==> src/rtl/pnf_pkg.sv <==
// Package for the fixed-point 2D Perlin fBm block.
// Holds widths, codes, the sequencer state type, the divider status type and the gradient function.
package pnf_pkg;

   localparam int TABLE_SIZE  = 256;
   localparam int MAX_OCTAVES = 8;
   localparam int FRAC_BITS   = 16;
   localparam int IDX_W       = $clog2(TABLE_SIZE);
   localparam int OCT_W       = $clog2(MAX_OCTAVES + 1);
   localparam int COORD_W     = 32;
   localparam int NOISE_W     = 17;
   localparam int CSR_IDX_W   = 1;
   localparam int CSR_DATA_W  = 17;
   localparam int AMP_W       = FRAC_BITS + 1;
   localparam int ASUM_W      = AMP_W + $clog2(MAX_OCTAVES) + 1;
   localparam int TOTAL_W     = 2 * AMP_W + $clog2(MAX_OCTAVES) + 1;
   localparam int QUOT_W      = FRAC_BITS + 1;
   localparam int MUL_W       = 24;

   localparam logic [CSR_IDX_W-1:0] CSR_OCTAVES     = 1'd0;
   localparam logic [CSR_IDX_W-1:0] CSR_PERSISTENCE = 1'd1;
   localparam logic OP_LOAD = 1'b0;
   localparam logic OP_EVAL = 1'b1;

   typedef enum logic [4:0] {
      ST_IDLE, ST_F1, ST_F2, ST_F3, ST_F4,
      ST_RD_A, ST_RD_B, ST_RD_AA, ST_RD_AB, ST_RD_BA, ST_RD_BB, ST_RD_END,
      ST_L1, ST_L2, ST_L3, ST_L4, ST_L5, ST_L6, ST_L7,
      ST_DIV_GO, ST_DIV_WAIT, ST_DONE
   } state_type;

   typedef struct packed {
      logic              done;
      logic [QUOT_W-1:0] quotient;
   } div_status_type;

   // Improved Perlin gradient over diagonal directions; codes 1 and 2 both give -dx+dy.
   // The far corner can reach plus two, so the sum carries an extra bit.
   function automatic logic signed [19:0] grad_fx(input logic [1:0] h,
                                                  input logic signed [17:0] dx,
                                                  input logic signed [17:0] dy);
      logic signed [19:0] u;
      logic signed [19:0] v;
      u = h[1] ? 20'(dy) : 20'(dx);
      v = h[1] ? 20'(dx) : 20'(dy);
      if (h[0]) u = -u;
      if (h[1]) v = -v;
      return u + v;
   endfunction

endpackage

==> src/rtl/pnf_if.sv <==
// Valid/ready channel interfaces for requests and responses.
// Depends on pnf_pkg for the field widths.
interface pnf_req_if import pnf_pkg::*; ();
   logic               valid;
   logic               ready;
   logic               opcode;
   logic [COORD_W-1:0] x_coord;
   logic [COORD_W-1:0] y_coord;
   logic [IDX_W-1:0]   table_index;
   logic [IDX_W-1:0]   table_value;
   modport source (output valid, opcode, x_coord, y_coord, table_index, table_value,
                   input ready);
   modport sink (input valid, opcode, x_coord, y_coord, table_index, table_value,
                 output ready);
endinterface

interface pnf_rsp_if import pnf_pkg::*; ();
   logic               valid;
   logic               ready;
   logic [NOISE_W-1:0] noise_value;
   modport source (output valid, noise_value, input ready);
   modport sink (input valid, noise_value, output ready);
endinterface

==> src/rtl/pnf_ram.sv <==
// Generic single-port RAM with registered read data.
// No dependencies.
module pnf_ram #(
   parameter int WIDTH = 8,
   parameter int DEPTH = 256
) (
   input  logic                     clock,
   input  logic                     write_enable,
   input  logic [$clog2(DEPTH)-1:0] address,
   input  logic [WIDTH-1:0]         write_data,
   output logic [WIDTH-1:0]         read_data
);
   logic [WIDTH-1:0] mem_ff [DEPTH];

   // Read first: on a write the read data returns the old contents; read data registered.
   always_ff @(posedge clock) begin
      if (write_enable) mem_ff[address] <= write_data;
      read_data <= mem_ff[address];
   end
endmodule

==> src/rtl/pnf_div.sv <==
// Restoring divider, one quotient bit per cycle.
// Depends on pnf_pkg; the quotient is known to fit in QUOT_W bits.
module pnf_div import pnf_pkg::*; (
   input  logic               clock,
   input  logic               reset,
   input  logic               start,
   input  logic [TOTAL_W-1:0] dividend,
   input  logic [ASUM_W-1:0]  divisor,
   output div_status_type     status
);
   localparam int CNT_W = $clog2(QUOT_W + 1);

   logic [ASUM_W-1:0]  rem_ff, rem_in;
   logic [QUOT_W-1:0]  quo_ff, quo_in;
   logic [QUOT_W-1:0]  low_ff, low_in;
   logic [CNT_W-1:0]   cnt_ff, cnt_in;
   logic               busy_ff, busy_in;
   logic               done_ff, done_in;
   logic [ASUM_W:0]    trial;

   // One shift-and-subtract step per cycle.
   always_comb begin
      rem_in  = rem_ff;
      quo_in  = quo_ff;
      low_in  = low_ff;
      cnt_in  = cnt_ff;
      busy_in = busy_ff;
      done_in = 1'b0;
      trial   = {rem_ff, low_ff[QUOT_W-1]};
      if (start) begin
         rem_in  = dividend[TOTAL_W-1 -: ASUM_W];
         low_in  = dividend[QUOT_W-1:0];
         quo_in  = '0;
         cnt_in  = CNT_W'(QUOT_W);
         busy_in = 1'b1;
      end else if (busy_ff) begin
         low_in = {low_ff[QUOT_W-2:0], 1'b0};
         if (trial >= {1'b0, divisor}) begin
            rem_in = ASUM_W'(trial - {1'b0, divisor});
            quo_in = {quo_ff[QUOT_W-2:0], 1'b1};
         end else begin
            rem_in = ASUM_W'(trial);
            quo_in = {quo_ff[QUOT_W-2:0], 1'b0};
         end
         cnt_in = cnt_ff - 1'b1;
         if (cnt_ff == CNT_W'(1)) begin
            busy_in = 1'b0;
            done_in = 1'b1;
         end
      end
   end

   always_ff @(posedge clock) begin
      if (reset) begin
         busy_ff <= 1'b0;
         done_ff <= 1'b0;
         cnt_ff  <= '0;
      end else begin
         busy_ff <= busy_in;
         done_ff <= done_in;
         cnt_ff  <= cnt_in;
      end
      rem_ff <= rem_in;
      quo_ff <= quo_in;
      low_ff <= low_in;
   end

   assign status.done     = done_ff;
   assign status.quotient = quo_ff;
endmodule

==> src/rtl/perlin_noise_2d_fbm.sv <==
// Top level: 2D improved Perlin noise summed over octaves, one shared multiplier.
// A load writes one table entry and stays idle. An evaluate runs, per octave, two fades, six table
// reads and seven lerp and accumulate steps, then the 17-step bit-serial divide and hand-off;
// the next request is taken only once the result is handed off, and a new result waits while
// the previous one is stalled.
// Synchronous reset sets idle, 4 octaves and persistence one half; the table is kept.
module perlin_noise_2d_fbm import pnf_pkg::*; (
   input  logic                  clock,
   input  logic                  reset,
   pnf_req_if.sink               req_if,
   pnf_rsp_if.source             rsp_if,
   input  logic                  csr_write_enable,
   input  logic [CSR_IDX_W-1:0]  csr_index,
   input  logic [CSR_DATA_W-1:0] csr_write_data
);
   localparam logic signed [17:0] ONE18 = 18'sd65536;

   state_type state_ff, state_in;
   logic [3:0]          octaves_ff;
   logic [16:0]         pers_ff;
   logic [OCT_W-1:0]    n_ff, n_in, oct_ff, oct_in;
   logic [16:0]         p_ff, p_in;
   logic [COORD_W-1:0]  cx_ff, cx_in, cy_ff, cy_in;
   logic                fsel_ff, fsel_in;
   logic [19:0]         qh_ff, qh_in;
   logic [16:0]         fu_ff, fu_in, fv_ff, fv_in;
   logic [IDX_W:0]      pa_ff, pa_in, pb_ff, pb_in;
   logic [1:0]          haa_ff, haa_in, hab_ff, hab_in, hba_ff, hba_in, hbb_ff, hbb_in;
   logic signed [19:0]  x1_ff, x1_in, x2_ff, x2_in;
   logic [16:0]         oval_ff, oval_in;
   logic [AMP_W-1:0]    amp_ff, amp_in;
   logic [ASUM_W-1:0]   asum_ff, asum_in;
   logic [TOTAL_W-1:0]  total_ff, total_in;
   logic                rsp_valid_ff, rsp_valid_in;
   logic [NOISE_W-1:0]  rsp_data_ff, rsp_data_in;
   logic signed [MUL_W-1:0]   mul_a, mul_b;
   logic signed [2*MUL_W-1:0] mul_ff;
   logic signed [2*MUL_W-1:0] mul_sh;
   logic                ram_we;
   logic [IDX_W-1:0]    ram_addr, ram_q;
   logic                div_start;
   div_status_type      div_st;
   logic                accept;
   logic [15:0]         xf, yf, tsel;
   logic [IDX_W-1:0]    xi, yi;
   logic signed [17:0]  dx0, dx1, dy0, dy1;
   logic signed [19:0]  g_aa, g_ab, g_ba, g_bb;
   logic [37:0]         q_full;
   logic signed [21:0]  r_val;
   logic [16:0]         quot_c;

   assign accept        = req_if.valid && req_if.ready;
   assign req_if.ready  = (state_ff == ST_IDLE);
   assign rsp_if.valid  = rsp_valid_ff;
   assign rsp_if.noise_value = rsp_data_ff;

   // Configuration registers.
   always_ff @(posedge clock) begin
      if (reset) begin
         octaves_ff <= 4'd4;
         pers_ff    <= 17'd32768;
      end else if (csr_write_enable) begin
         unique case (csr_index)
            CSR_OCTAVES:     octaves_ff <= csr_write_data[3:0];
            CSR_PERSISTENCE: pers_ff    <= csr_write_data;
            default: ;
         endcase
      end
   end

   // Permutation table.
   pnf_ram #(.WIDTH(IDX_W), .DEPTH(TABLE_SIZE)) u_perm (
      .clock(clock), .write_enable(ram_we), .address(ram_addr),
      .write_data(req_if.table_value), .read_data(ram_q)
   );

   pnf_div u_div (
      .clock(clock), .reset(reset), .start(div_start),
      .dividend(total_ff), .divisor(asum_ff), .status(div_st)
   );

   // Shared multiplier with registered product.
   always_ff @(posedge clock) mul_ff <= mul_a * mul_b;
   assign mul_sh = mul_ff >>> FRAC_BITS;

   // Lattice coordinates, offsets and corner gradients.
   assign xi   = cx_ff[FRAC_BITS +: IDX_W];
   assign yi   = cy_ff[FRAC_BITS +: IDX_W];
   assign xf   = cx_ff[FRAC_BITS-1:0];
   assign yf   = cy_ff[FRAC_BITS-1:0];
   assign tsel = fsel_ff ? yf : xf;
   assign dx0  = {2'b00, xf};
   assign dy0  = {2'b00, yf};
   assign dx1  = dx0 - ONE18;
   assign dy1  = dy0 - ONE18;
   assign g_aa = grad_fx(haa_ff, dx0, dy0);
   assign g_ba = grad_fx(hba_ff, dx1, dy0);
   assign g_ab = grad_fx(hab_ff, dx0, dy1);
   assign g_bb = grad_fx(hbb_ff, dx1, dy1);
   assign q_full = 38'd6 * {6'd0, mul_ff[31:0]} + (38'd10 << 32)
                   - ({22'd0, tsel} * 38'd15 << 16);
   assign r_val  = 22'(x1_ff) + 22'(mul_sh) + 22'sd65536;
   assign quot_c = (div_st.quotient > 17'd65536) ? 17'd65536 : div_st.quotient;

   // Sequencer: next state, datapath registers and multiplier operands.
   always_comb begin
      state_in = state_ff;
      n_in = n_ff; oct_in = oct_ff; p_in = p_ff;
      cx_in = cx_ff; cy_in = cy_ff; fsel_in = fsel_ff; qh_in = qh_ff;
      fu_in = fu_ff; fv_in = fv_ff; pa_in = pa_ff; pb_in = pb_ff;
      haa_in = haa_ff; hab_in = hab_ff; hba_in = hba_ff; hbb_in = hbb_ff;
      x1_in = x1_ff; x2_in = x2_ff; oval_in = oval_ff;
      amp_in = amp_ff; asum_in = asum_ff; total_in = total_ff;
      rsp_valid_in = rsp_valid_ff; rsp_data_in = rsp_data_ff;
      mul_a = '0; mul_b = '0;
      ram_we = 1'b0; ram_addr = xi; div_start = 1'b0;
      if (rsp_valid_ff && rsp_if.ready) rsp_valid_in = 1'b0;
      unique case (state_ff)
         ST_IDLE: begin
            ram_addr = req_if.table_index;
            if (accept) begin
               if (req_if.opcode == OP_LOAD) begin
                  ram_we = 1'b1;
               end else begin
                  if (octaves_ff == 4'd0) n_in = OCT_W'(1);
                  else if (octaves_ff > 4'(MAX_OCTAVES)) n_in = OCT_W'(MAX_OCTAVES);
                  else n_in = OCT_W'(octaves_ff);
                  p_in     = (pers_ff > 17'd65536) ? 17'd65536 : pers_ff;
                  cx_in    = req_if.x_coord;
                  cy_in    = req_if.y_coord;
                  oct_in   = '0;
                  amp_in   = AMP_W'(65536);
                  asum_in  = '0;
                  total_in = '0;
                  fsel_in  = 1'b0;
                  state_in = ST_F1;
               end
            end
         end
         ST_F1: begin
            mul_a = MUL_W'({1'b0, tsel});
            mul_b = MUL_W'({1'b0, tsel});
            state_in = ST_F2;
         end
         ST_F2: begin
            mul_a = MUL_W'({1'b0, mul_ff[31:16]});
            mul_b = MUL_W'({1'b0, tsel});
            qh_in = q_full[35:16];
            state_in = ST_F3;
         end
         ST_F3: begin
            mul_a = MUL_W'({1'b0, mul_ff[31:16]});
            mul_b = MUL_W'({1'b0, qh_ff});
            state_in = ST_F4;
         end
         ST_F4: begin
            if (fsel_ff) begin
               fv_in = mul_ff[32:16];
               state_in = ST_RD_A;
            end else begin
               fu_in = mul_ff[32:16];
               fsel_in = 1'b1;
               state_in = ST_F1;
            end
         end
         ST_RD_A: begin
            ram_addr = xi;
            state_in = ST_RD_B;
         end
         ST_RD_B: begin
            ram_addr = xi + 1'b1;
            pa_in = {1'b0, ram_q} + {1'b0, yi};
            state_in = ST_RD_AA;
         end
         ST_RD_AA: begin
            ram_addr = pa_ff[IDX_W-1:0];
            pb_in = {1'b0, ram_q} + {1'b0, yi};
            state_in = ST_RD_AB;
         end
         ST_RD_AB: begin
            ram_addr = pa_ff[IDX_W-1:0] + 1'b1;
            haa_in = ram_q[1:0];
            state_in = ST_RD_BA;
         end
         ST_RD_BA: begin
            ram_addr = pb_ff[IDX_W-1:0];
            hab_in = ram_q[1:0];
            state_in = ST_RD_BB;
         end
         ST_RD_BB: begin
            ram_addr = pb_ff[IDX_W-1:0] + 1'b1;
            hba_in = ram_q[1:0];
            state_in = ST_RD_END;
         end
         ST_RD_END: begin
            hbb_in = ram_q[1:0];
            state_in = ST_L1;
         end
         ST_L1: begin
            mul_a = MUL_W'({1'b0, fu_ff});
            mul_b = MUL_W'(20'(g_ba) - 20'(g_aa));
            state_in = ST_L2;
         end
         ST_L2: begin
            x1_in = 20'(g_aa) + 20'(mul_sh);
            mul_a = MUL_W'({1'b0, fu_ff});
            mul_b = MUL_W'(20'(g_bb) - 20'(g_ab));
            state_in = ST_L3;
         end
         ST_L3: begin
            x2_in = 20'(g_ab) + 20'(mul_sh);
            state_in = ST_L4;
         end
         ST_L4: begin
            mul_a = MUL_W'({1'b0, fv_ff});
            mul_b = MUL_W'(x2_ff - x1_ff);
            state_in = ST_L5;
         end
         ST_L5: begin
            // Map to [0,1]: clamp below, halve, clamp above.
            if (r_val < 0) oval_in = '0;
            else if (r_val[21:1] > 21'd65536) oval_in = 17'd65536;
            else oval_in = r_val[17:1];
            state_in = ST_L6;
         end
         ST_L6: begin
            mul_a = MUL_W'({1'b0, oval_ff});
            mul_b = MUL_W'({1'b0, amp_ff});
            state_in = ST_L7;
         end
         ST_L7: begin
            total_in = total_ff + TOTAL_W'(mul_ff[2*AMP_W-1:0]);
            asum_in  = asum_ff + ASUM_W'(amp_ff);
            mul_a = MUL_W'({1'b0, amp_ff});
            mul_b = MUL_W'({1'b0, p_ff});
            state_in = ST_DIV_GO;
            if (oct_ff + 1'b1 != n_ff) state_in = ST_F1;
            oct_in  = oct_ff + 1'b1;
            fsel_in = 1'b0;
         end
         ST_DIV_GO: begin
            div_start = 1'b1;
            state_in = ST_DIV_WAIT;
         end
         ST_DIV_WAIT: begin
            if (div_st.done) state_in = ST_DONE;
         end
         ST_DONE: begin
            if (!rsp_valid_ff || rsp_if.ready) begin
               rsp_valid_in = 1'b1;
               rsp_data_in  = quot_c;
               state_in = ST_IDLE;
            end
         end
         default: state_in = ST_IDLE;
      endcase
      // The amplitude update and coordinate doubling land after the octave's last step.
      if (state_ff == ST_L7) begin
         cx_in = {cx_ff[COORD_W-2:0], 1'b0};
         cy_in = {cy_ff[COORD_W-2:0], 1'b0};
      end
      if (state_ff == ST_F1 && fsel_ff == 1'b0 && oct_ff != '0) begin
         amp_in = mul_ff[FRAC_BITS +: AMP_W];
      end
      if (state_ff == ST_DIV_GO) begin
         amp_in = amp_ff;
      end
   end

   always_ff @(posedge clock) begin
      if (reset) begin
         state_ff     <= ST_IDLE;
         rsp_valid_ff <= 1'b0;
      end else begin
         state_ff     <= state_in;
         rsp_valid_ff <= rsp_valid_in;
      end
      n_ff <= n_in; oct_ff <= oct_in; p_ff <= p_in;
      cx_ff <= cx_in; cy_ff <= cy_in; fsel_ff <= fsel_in; qh_ff <= qh_in;
      fu_ff <= fu_in; fv_ff <= fv_in; pa_ff <= pa_in; pb_ff <= pb_in;
      haa_ff <= haa_in; hab_ff <= hab_in; hba_ff <= hba_in; hbb_ff <= hbb_in;
      x1_ff <= x1_in; x2_ff <= x2_in; oval_ff <= oval_in;
      amp_ff <= amp_in; asum_ff <= asum_in; total_ff <= total_in;
      rsp_data_ff <= rsp_data_in;
   end
endmodule
==> src/flat_wrapper.sv <==
// flat-port wrapper written by rule: the top's interface ports become plain ports
module perlin_noise_2d_fbm_flat import pnf_pkg::*;
  (clock, reset, csr_write_enable, csr_index, csr_write_data, req_if_valid, req_if_opcode, req_if_x_coord, req_if_y_coord, req_if_table_index, req_if_table_value, req_if_ready, rsp_if_valid, rsp_if_noise_value, rsp_if_ready);
  pnf_req_if req_if_i ();
  pnf_rsp_if rsp_if_i ();
  input  logic clock;
  input  logic reset;
  input  logic csr_write_enable;
  input  logic [CSR_IDX_W-1:0] csr_index;
  input  logic [CSR_DATA_W-1:0] csr_write_data;
  input wire logic [$bits(req_if_i.valid)-1:0] req_if_valid;
  input wire logic [$bits(req_if_i.opcode)-1:0] req_if_opcode;
  input wire logic [$bits(req_if_i.x_coord)-1:0] req_if_x_coord;
  input wire logic [$bits(req_if_i.y_coord)-1:0] req_if_y_coord;
  input wire logic [$bits(req_if_i.table_index)-1:0] req_if_table_index;
  input wire logic [$bits(req_if_i.table_value)-1:0] req_if_table_value;
  output wire logic [$bits(req_if_i.ready)-1:0] req_if_ready;
  output wire logic [$bits(rsp_if_i.valid)-1:0] rsp_if_valid;
  output wire logic [$bits(rsp_if_i.noise_value)-1:0] rsp_if_noise_value;
  input wire logic [$bits(rsp_if_i.ready)-1:0] rsp_if_ready;
  assign req_if_i.valid = req_if_valid;
  assign req_if_i.opcode = req_if_opcode;
  assign req_if_i.x_coord = req_if_x_coord;
  assign req_if_i.y_coord = req_if_y_coord;
  assign req_if_i.table_index = req_if_table_index;
  assign req_if_i.table_value = req_if_table_value;
  assign req_if_ready = req_if_i.ready;
  assign rsp_if_valid = rsp_if_i.valid;
  assign rsp_if_noise_value = rsp_if_i.noise_value;
  assign rsp_if_i.ready = rsp_if_ready;
  perlin_noise_2d_fbm u_core (.clock(clock), .reset(reset), .req_if(req_if_i), .rsp_if(rsp_if_i), .csr_write_enable(csr_write_enable), .csr_index(csr_index), .csr_write_data(csr_write_data));
endmodule
==> config.mk <==
export PLATFORM = sky130hd
export DESIGN_NAME = perlin_noise_2d_fbm_flat
export DESIGN_NICKNAME = d
export VERILOG_FILES = /design/src/rtl/pnf_pkg.sv /design/src/rtl/pnf_if.sv /design/src/rtl/pnf_ram.sv /design/src/rtl/pnf_div.sv /design/src/rtl/perlin_noise_2d_fbm.sv /design/src/flat_wrapper.sv
export SDC_FILE = /design/constraint.sdc
export NUM_CORES = 2
export LEC_CHECK = 0
export BUFFER_PORTS_ARGS = -buffer_cell sky130_fd_sc_hd__buf_4
export CORE_MARGIN = 5
export CORE_UTILIZATION = 60
export DETAILED_ROUTE_END_ITERATION = 16
export GPL_ROUTABILITY_DRIVEN = 0
export PLACE_DENSITY_LB_ADDON = 0.15
export SLEW_MARGIN = 10
export SYNTH_ARGS = -nofsm -noshare
export SYNTH_HDL_FRONTEND = slang
export SYNTH_SLANG_ARGS = --single-unit
==> constraint.sdc <==
create_clock -name clock -period 17.38 [get_ports clock]
set_input_delay 3.476 -clock clock [delete_from_list [all_inputs] [get_ports clock]]
set_output_delay 3.476 -clock clock [all_outputs]
set_load 0.01 [all_outputs]
# Word level (Yosys, flattened, before mapping)

Memories as Yosys holds them, arrays and structs flattened. A register that Yosys moved wholly into a read port is not among the register bits.
Cells that the tools add are included.

RAM bits: 2048
Word-level logic and storage cells: 220
Memories: 1
Latch bits: 0
Flip-flop bits (word level): 429
Input bits: 104
Output and inout port bits: 19
Bits in read-only memories: 0

Equal/unequal tests: 27
Divide/modulo/power cells: 0
Order comparisons: 6
Reductions and logical operators: 35
Multiplexer cells: 74
Bitwise gates (word level): 4
Shift operators: 0
$add $sub $neg: 32
Multiply operators: 3

Memories:

| name                 | words | width | rd ports | clocked after Yosys merged registers in | write ports | line          | text |
|---|---|---|---|---|---|---|---|
| u_core.u_perm.mem_ff | 256   | 8     | 1        | 1                                       | 1           | pnf_ram.sv:13 | `logic [WIDTH-1:0] mem_ff [DEPTH];` |

Operator list:

| cell                                                | number |
|---|---|
| two-way mux 20 bit                                  | 14 |
| two-way mux 24 bit                                  | 8 |
| case mux 24 bit (7 select lines)                    | 1 |
| negation 20 bit                                     | 8 |
| adder 20 bit                                        | 6 |
| two-way mux 17 bit                                  | 7 |
| case mux 5 bit (22 select lines)                    | 1 |
| two-way mux 21 bit                                  | 5 |
| case mux 17 bit (6 select lines)                    | 1 |
| two-way mux 38 bit                                  | 2 |
| case mux 38 bit (2 select lines)                    | 1 |
| subtractor 20 x 20 -> 21 bit                        | 3 |
| two-way mux 16 bit                                  | 3 |
| case mux 8 bit (6 select lines)                     | 1 |
| case mux 21 bit (2 select lines)                    | 1 |
| equality test 5 x 4 -> 1 bit, second input constant | 8 |
| adder 38 x 34 -> 38 bit                             | 1 |
| multiplier 18 x 24 -> 38 bit                        | 1 |
| adder 35 x 36 -> 36 bit, second input constant      | 1 |
| subtractor 16 x 17 -> 18 bit, second input constant | 2 |
| subtractor 36 bit                                   | 1 |
| two-way mux 5 bit                                   | 7 |
| > comparator 17 bit, second input constant          | 2 |
| multiplier 2 x 32 -> 34 bit, first input constant   | 1 |
| other kinds (39)                                    | 95 |

# Logic depth before layout (Yosys ltp)

Depth in word-level cells: 8
Mapped depth: 57
Gate-level depth less buffers: 51

# Cells and area by module

From an unflattened synthesis, not the netlist that was laid out.

Cell total of the unflattened synthesis: 9355
Area, all modules: 130427.6 um^2

By module, submodules not included:

| module              | area each (um^2) | instances | sequential area each (um^2) | cells each |
|---|---|---|---|---|
| pnf_ram             | 78492.8          | 1         | 61659.1                     | 3547 |
| perlin_noise_2d_fbm | 47998.5          | 1         | 10349.9                     | 5406 |
| pnf_div             | 3936.3           | 1         | 1621.6                      | 402 |

# Worst setup path after synthesis

Ideal clock, no wire load.

Kind: reg-to-reg
Start: register u_core.haa_ff[1]
End: register u_core.mul_ff[36]
Cell stages (with the launch flop): 57
Period minus slack after synthesis: 12.972 ns
Setup slack: 4.408 ns
Required time: 17.308 ns
Setup time: 0.072 ns
Arrival: 12.900 ns
Path buffers: 7
Cells stage by stage: edfxtp_1 -> clkbuf_1 -> clkbuf_1 -> clkbuf_1 -> clkbuf_1 -> buf_1 -> buf_1 -> mux2i_1 -> ha_1 -> xnor2_1 -> mux2_2 -> ha_1 -> nor2b_1 -> o21ai_0 -> a21boi_0 -> o21ai_0 -> a21oi_1 -> o21a_1 -> [21 not listed] -> fa_1 -> fa_1 -> inv_1 -> fa_1 -> inv_1 -> ha_1 -> a21o_1 -> a21o_1 -> a21o_1 -> a21oi_1 -> o31a_1 -> a31oi_1 -> a211oi_1 -> o21ai_0 -> nand2_1 -> o21ai_0 -> a21oi_1 -> xnor2_1

Longest elaborated chain between the ends: 7
Elaborated cells between the ends (all ways): 10
Those cells by class: add/sub (4); mul (1); mux (5)

Ends and longest elaborated chain:

| what                                         | line                         | text |
|---|---|---|
| start: declaration                           | perlin_noise_2d_fbm.sv:28    | `logic [1:0] haa_ff, haa_in, hab_ff, hab_in, hba_ff, hba_in, hbb_ff, hbb_in;` |
| start signal: assignment                     | perlin_noise_2d_fbm.sv:281   | `haa_ff <= haa_in; hab_ff <= hab_in; hba_ff <= hba_in; hbb_ff <= hbb_in;` |
| two-way mux 16 bit, on equally long branches | pnf_pkg.sv:44, pnf_pkg.sv:45 |  |
| negation 20 bit, on equally long branches    | pnf_pkg.sv:46, pnf_pkg.sv:47 |  |
| two-way mux 20 bit, on equally long branches | pnf_pkg.sv:46, pnf_pkg.sv:47 |  |
| adder 20 bit *                               | pnf_pkg.sv:48                | `return u + v;` |
| subtractor 20 x 20 -> 21 bit *               | perlin_noise_2d_fbm.sv:201   | `mul_b = MUL_W'(20'(g_ba) - 20'(g_aa));` |
| case mux 24 bit (7 select lines) *           | perlin_noise_2d_fbm.sv:118   | `unique case (state_ff)` |
| multiplier 18 x 24 -> 38 bit *               | perlin_noise_2d_fbm.sv:83    | `always_ff @(posedge clock) mul_ff <= mul_a * mul_b;` |
| end signal: assignment                       | perlin_noise_2d_fbm.sv:83    |  |
| end: declaration                             | perlin_noise_2d_fbm.sv:37    | `logic signed [2*MUL_W-1:0] mul_ff;` |

Mark *: on every way between the ends. The rest lies on a longest branch, timed or not.
A chain may end at the register's enable or synchronous reset.

# Worst setup path after layout

Same ends and word-level chain as after synthesis.

==> run summary <==
status: completed
CTS sink count: 2485
setup violation total in the final timing report: 0
Hold Path Stages: 2
clock slew at reported path FFs: 0.06 ns
CTS tree: yes
sequential element share of the synthesized area: 0.562
Worst Min Path Start: u_core.pers_ff[14]
most frequent cell on the critical path: a21o_1
IO Count: 123
Critical Path AT: 14.24 ns
Final Hold Vio Count: 0
CP top delay family: compound AO/OA/AOI/OAI gates
Syn-to-layout area delta: 9.49%
reg2reg end: u_core.mul_ff[36]
Iteration-0 DRC Markers: 9465
post-synth top area share: 0.546
final setup TNS: 0 ns
Crit Path Max Fanout: 35
Slew @ Worst Pin: 1.26 ns
number of placement rows: 171
vias in the first global route: 83096
synth unique cells: 98
Worst Hold End: u_core.pers_ff[14]
Period Utilization, post-route: 0.774
#FFs+latches synth: 2485
Global Route Usage Sum: 0.306
clock latency on the worst-skew pair: 0.94 ns
FF-to-FF Start: u_core.haa_ff[1]
PostCTS Resize Cnt: 0
Via Count: 84115
Final nets: 11089
CP required: 18.18 ns
Synth top cells by count: edfxtp_1, nand2_1, nor2_1, inv_1, ha_1
count leader, synth: edfxtp_1
worst-case vdd ir drop: 0.128 mV
HPWL Detailed: 237000 µm
Port Buffers: 106
Power Density: 119 mW/mm²
Via density: 6.40
Cell Count, Final, Fillers Out: 13141
Area contributors post-synth: edfxtp_1, mux4_2, fa_1
grt ovf: 0
Routed WL: 353000 µm
Buf/Inv on CP: 6
Fin Clk Skew: 0.0811 ns
Die Wd: 477 µm
Fmax: 74.4 MHz
Worst Setup End Kind: flip-flop
ys flop type: edfxtp_1
Max-slew headroom: 0.159
r2r worst-path depth: 52
total CTS buffers: 277
final worst path period need: 13.44 ns
Post-Syn Area: 0.131 mm²
synthesized area per cell: 13.1 µm²
Die Height: 477 µm
share of layout cells above drive strength 1: 0.122
final antenna-violating net count: 0
fin. max-slew vios: 0
Crit Path Category: reg -> reg
hold_buf cts: 0
fillcell total: 15515
Placed Cells: 12668
CP Launch Type: flip-flop
Lkg Pwr: 0.0528 µW
max_cap viols: 0
initial antenna violation count: 8
core footprint: 0.217 mm²
yosys warns: 0
1st-pass router iterations: 7
Post-synth ARST share: 0
CTS Root Buffer Type: clkbuf_16
crit path max-delay cell type: edfxtp_1
final routed DRC violation total: 0
CTS max path bufs: 4
Post-synth EDFFs: 2386
DIE AREA: 0.228 mm²
Largest stage delay, worst path: 0.88 ns
Yosys top cell by area: edfxtp_1
Initial Util: 0.603
global-route wire length before repair: 526000 µm
RSZ-0062 raised after global routing: false
reg-to-reg slack, setup: 3.94 ns
WL/cell: 26.8 µm
postcts setup bufs: 0
crit path from: u_core.haa_ff[1]
H-tree depth: 5
Synth Instances: 9989
Hold Path Class: reg -> reg
pin count of the biggest net entering global routing: 149
worst min-delay path, stage by stage, from the launching register on:
cell     delay, ns
dfxtp_1       0.32
nand2_1       0.06
a21oi_1       0.05
kinds of logic after synthesis:
| kind of cell | Yosys count | synth area share |
|---|---|---|
| simple gates | 2858 | 0.0972 |
| flops | 2485 | 0.562 |
| compound gates | 1407 | 0.0717 |
| buf+inv | 1171 | 0.0356 |
| fa+ha+maj | 894 | 0.107 |
| mux | 712 | 0.0956 |
| xor+xnor | 461 | 0.0308 |
| other cells | 1 | 0.0000286 |
power by group:
part / internal, µW / leakage, µW / switching (µW)
clock network: 3220 / 0.00407 / 2280
logic: 1810 / 0.0264 / 2980
registers: 6750 / 0.0223 / 87.6
total: 11800 / 0.0528 / 5340
state kept, by name (all words and copies together) (netlist names), 5 cells and up:
| register | count |
|---|---|
| u_core.u_perm.read_data | 8 |
| u_core.x2_ff | 20 |
| u_core.total_ff | 38 |
| u_core.u_div.cnt_ff | 5 |
| u_core.state_ff | 5 |
| u_core.u_perm.mem_ff | 2048 |
| u_core.amp_ff | 17 |
| u_core.qh_ff | 20 |
| u_core.x1_ff | 20 |
| u_core.cx_ff | 24 |
| u_core.mul_ff | 38 |
| u_core.p_ff | 17 |
| u_core.rsp_if.noise_value | 17 |
| u_core.u_div.rem_ff | 21 |
| u_core.u_div.low_ff | 17 |
| u_core.fu_ff | 17 |
| u_core.pers_ff | 17 |
| u_core.pb_ff | 8 |
| u_core.cy_ff | 24 |
| u_core.oval_ff | 17 |
| u_core.pa_ff | 8 |
| u_core.fv_ff | 17 |
| u_core.asum_ff | 21 |
| u_core.u_div.quo_ff | 17 |
metal layers:
metal / track usage / vias to the layer above / wire [µm]
met3: 0.0458 / 904 / 29100
met2: 0.492 / 4058 / 168000
met4: 0.153 / 2 / 21500
met1: 0.411 / 42258 / 134000
li1: - / 36893 / -
met5: 0 / - / 13
cell type report:
type | count | area, µm² | share of cell area
flip-flops and latches | 2485 | 73600 | 0.513
clock inverters | 114 | 933 | 0.00650
diodes | 8 | 20.0 | 0.000139
inverters | 705 | 2650 | 0.0184
clock buffers | 351 | 7410 | 0.0516
well taps | 2854 | 3570 | 0.0249
multi-input cells | 6334 | 53100 | 0.370
repair buffers | 290 | 2250 | 0.0157
stage by stage:
stage | area, µm² | total power (µW) | worst slack [ns] | hold WS, ns | utilization
after floorplan | 131000 | 10200 | 4.41 | 0.444 | -
after global placement | 135000 | 11600 | 4.11 | 0.462 | 0.622
after detailed placement | 135000 | 11700 | 3.94 | 0.465 | 0.622
after CTS | 144000 | 17100 | 3.90 | 0.475 | 0.660
after global routing | 144000 | 17800 | 3.28 | 0.497 | 0.660
final | 144000 | 17100 | 3.94 | 0.475 | 0.660
worst max path at each step:
stage                        end  slack, ns  cells past startpoint
6_report       u_core.mul_ff[36]       3.94                     52
5_1_grt        u_core.mul_ff[36]       3.28                     52
4_1_cts        u_core.mul_ff[36]       3.90                     41
3_5_place_dp   u_core.mul_ff[36]       3.94                     41
3_3_place_gp   u_core.mul_ff[36]       4.11                     46
2_1_floorplan  u_core.mul_ff[36]       4.41                     56
placed cells by master, fill, tap and decap left out, drive strengths merged, types with 55 or more instances in the layout:
cell / n
nor2b: 116
a31oi: 56
buf: 282
edfxtp: 2386
ha: 505
dfxtp: 99
mux2i: 214
o21a: 55
and3: 90
nand2: 1101
fa: 387
xnor2: 276
a211oi: 62
a21oi: 391
xor2: 185
nand2b: 64
nand3: 208
mux2: 73
mux4: 425
clkbuf: 359
nand4: 55
nor3: 128
a21o: 126
clkinv: 88
nor2: 858
inv: 713
o21ai: 222
Power figures use the tool's default switching activity.
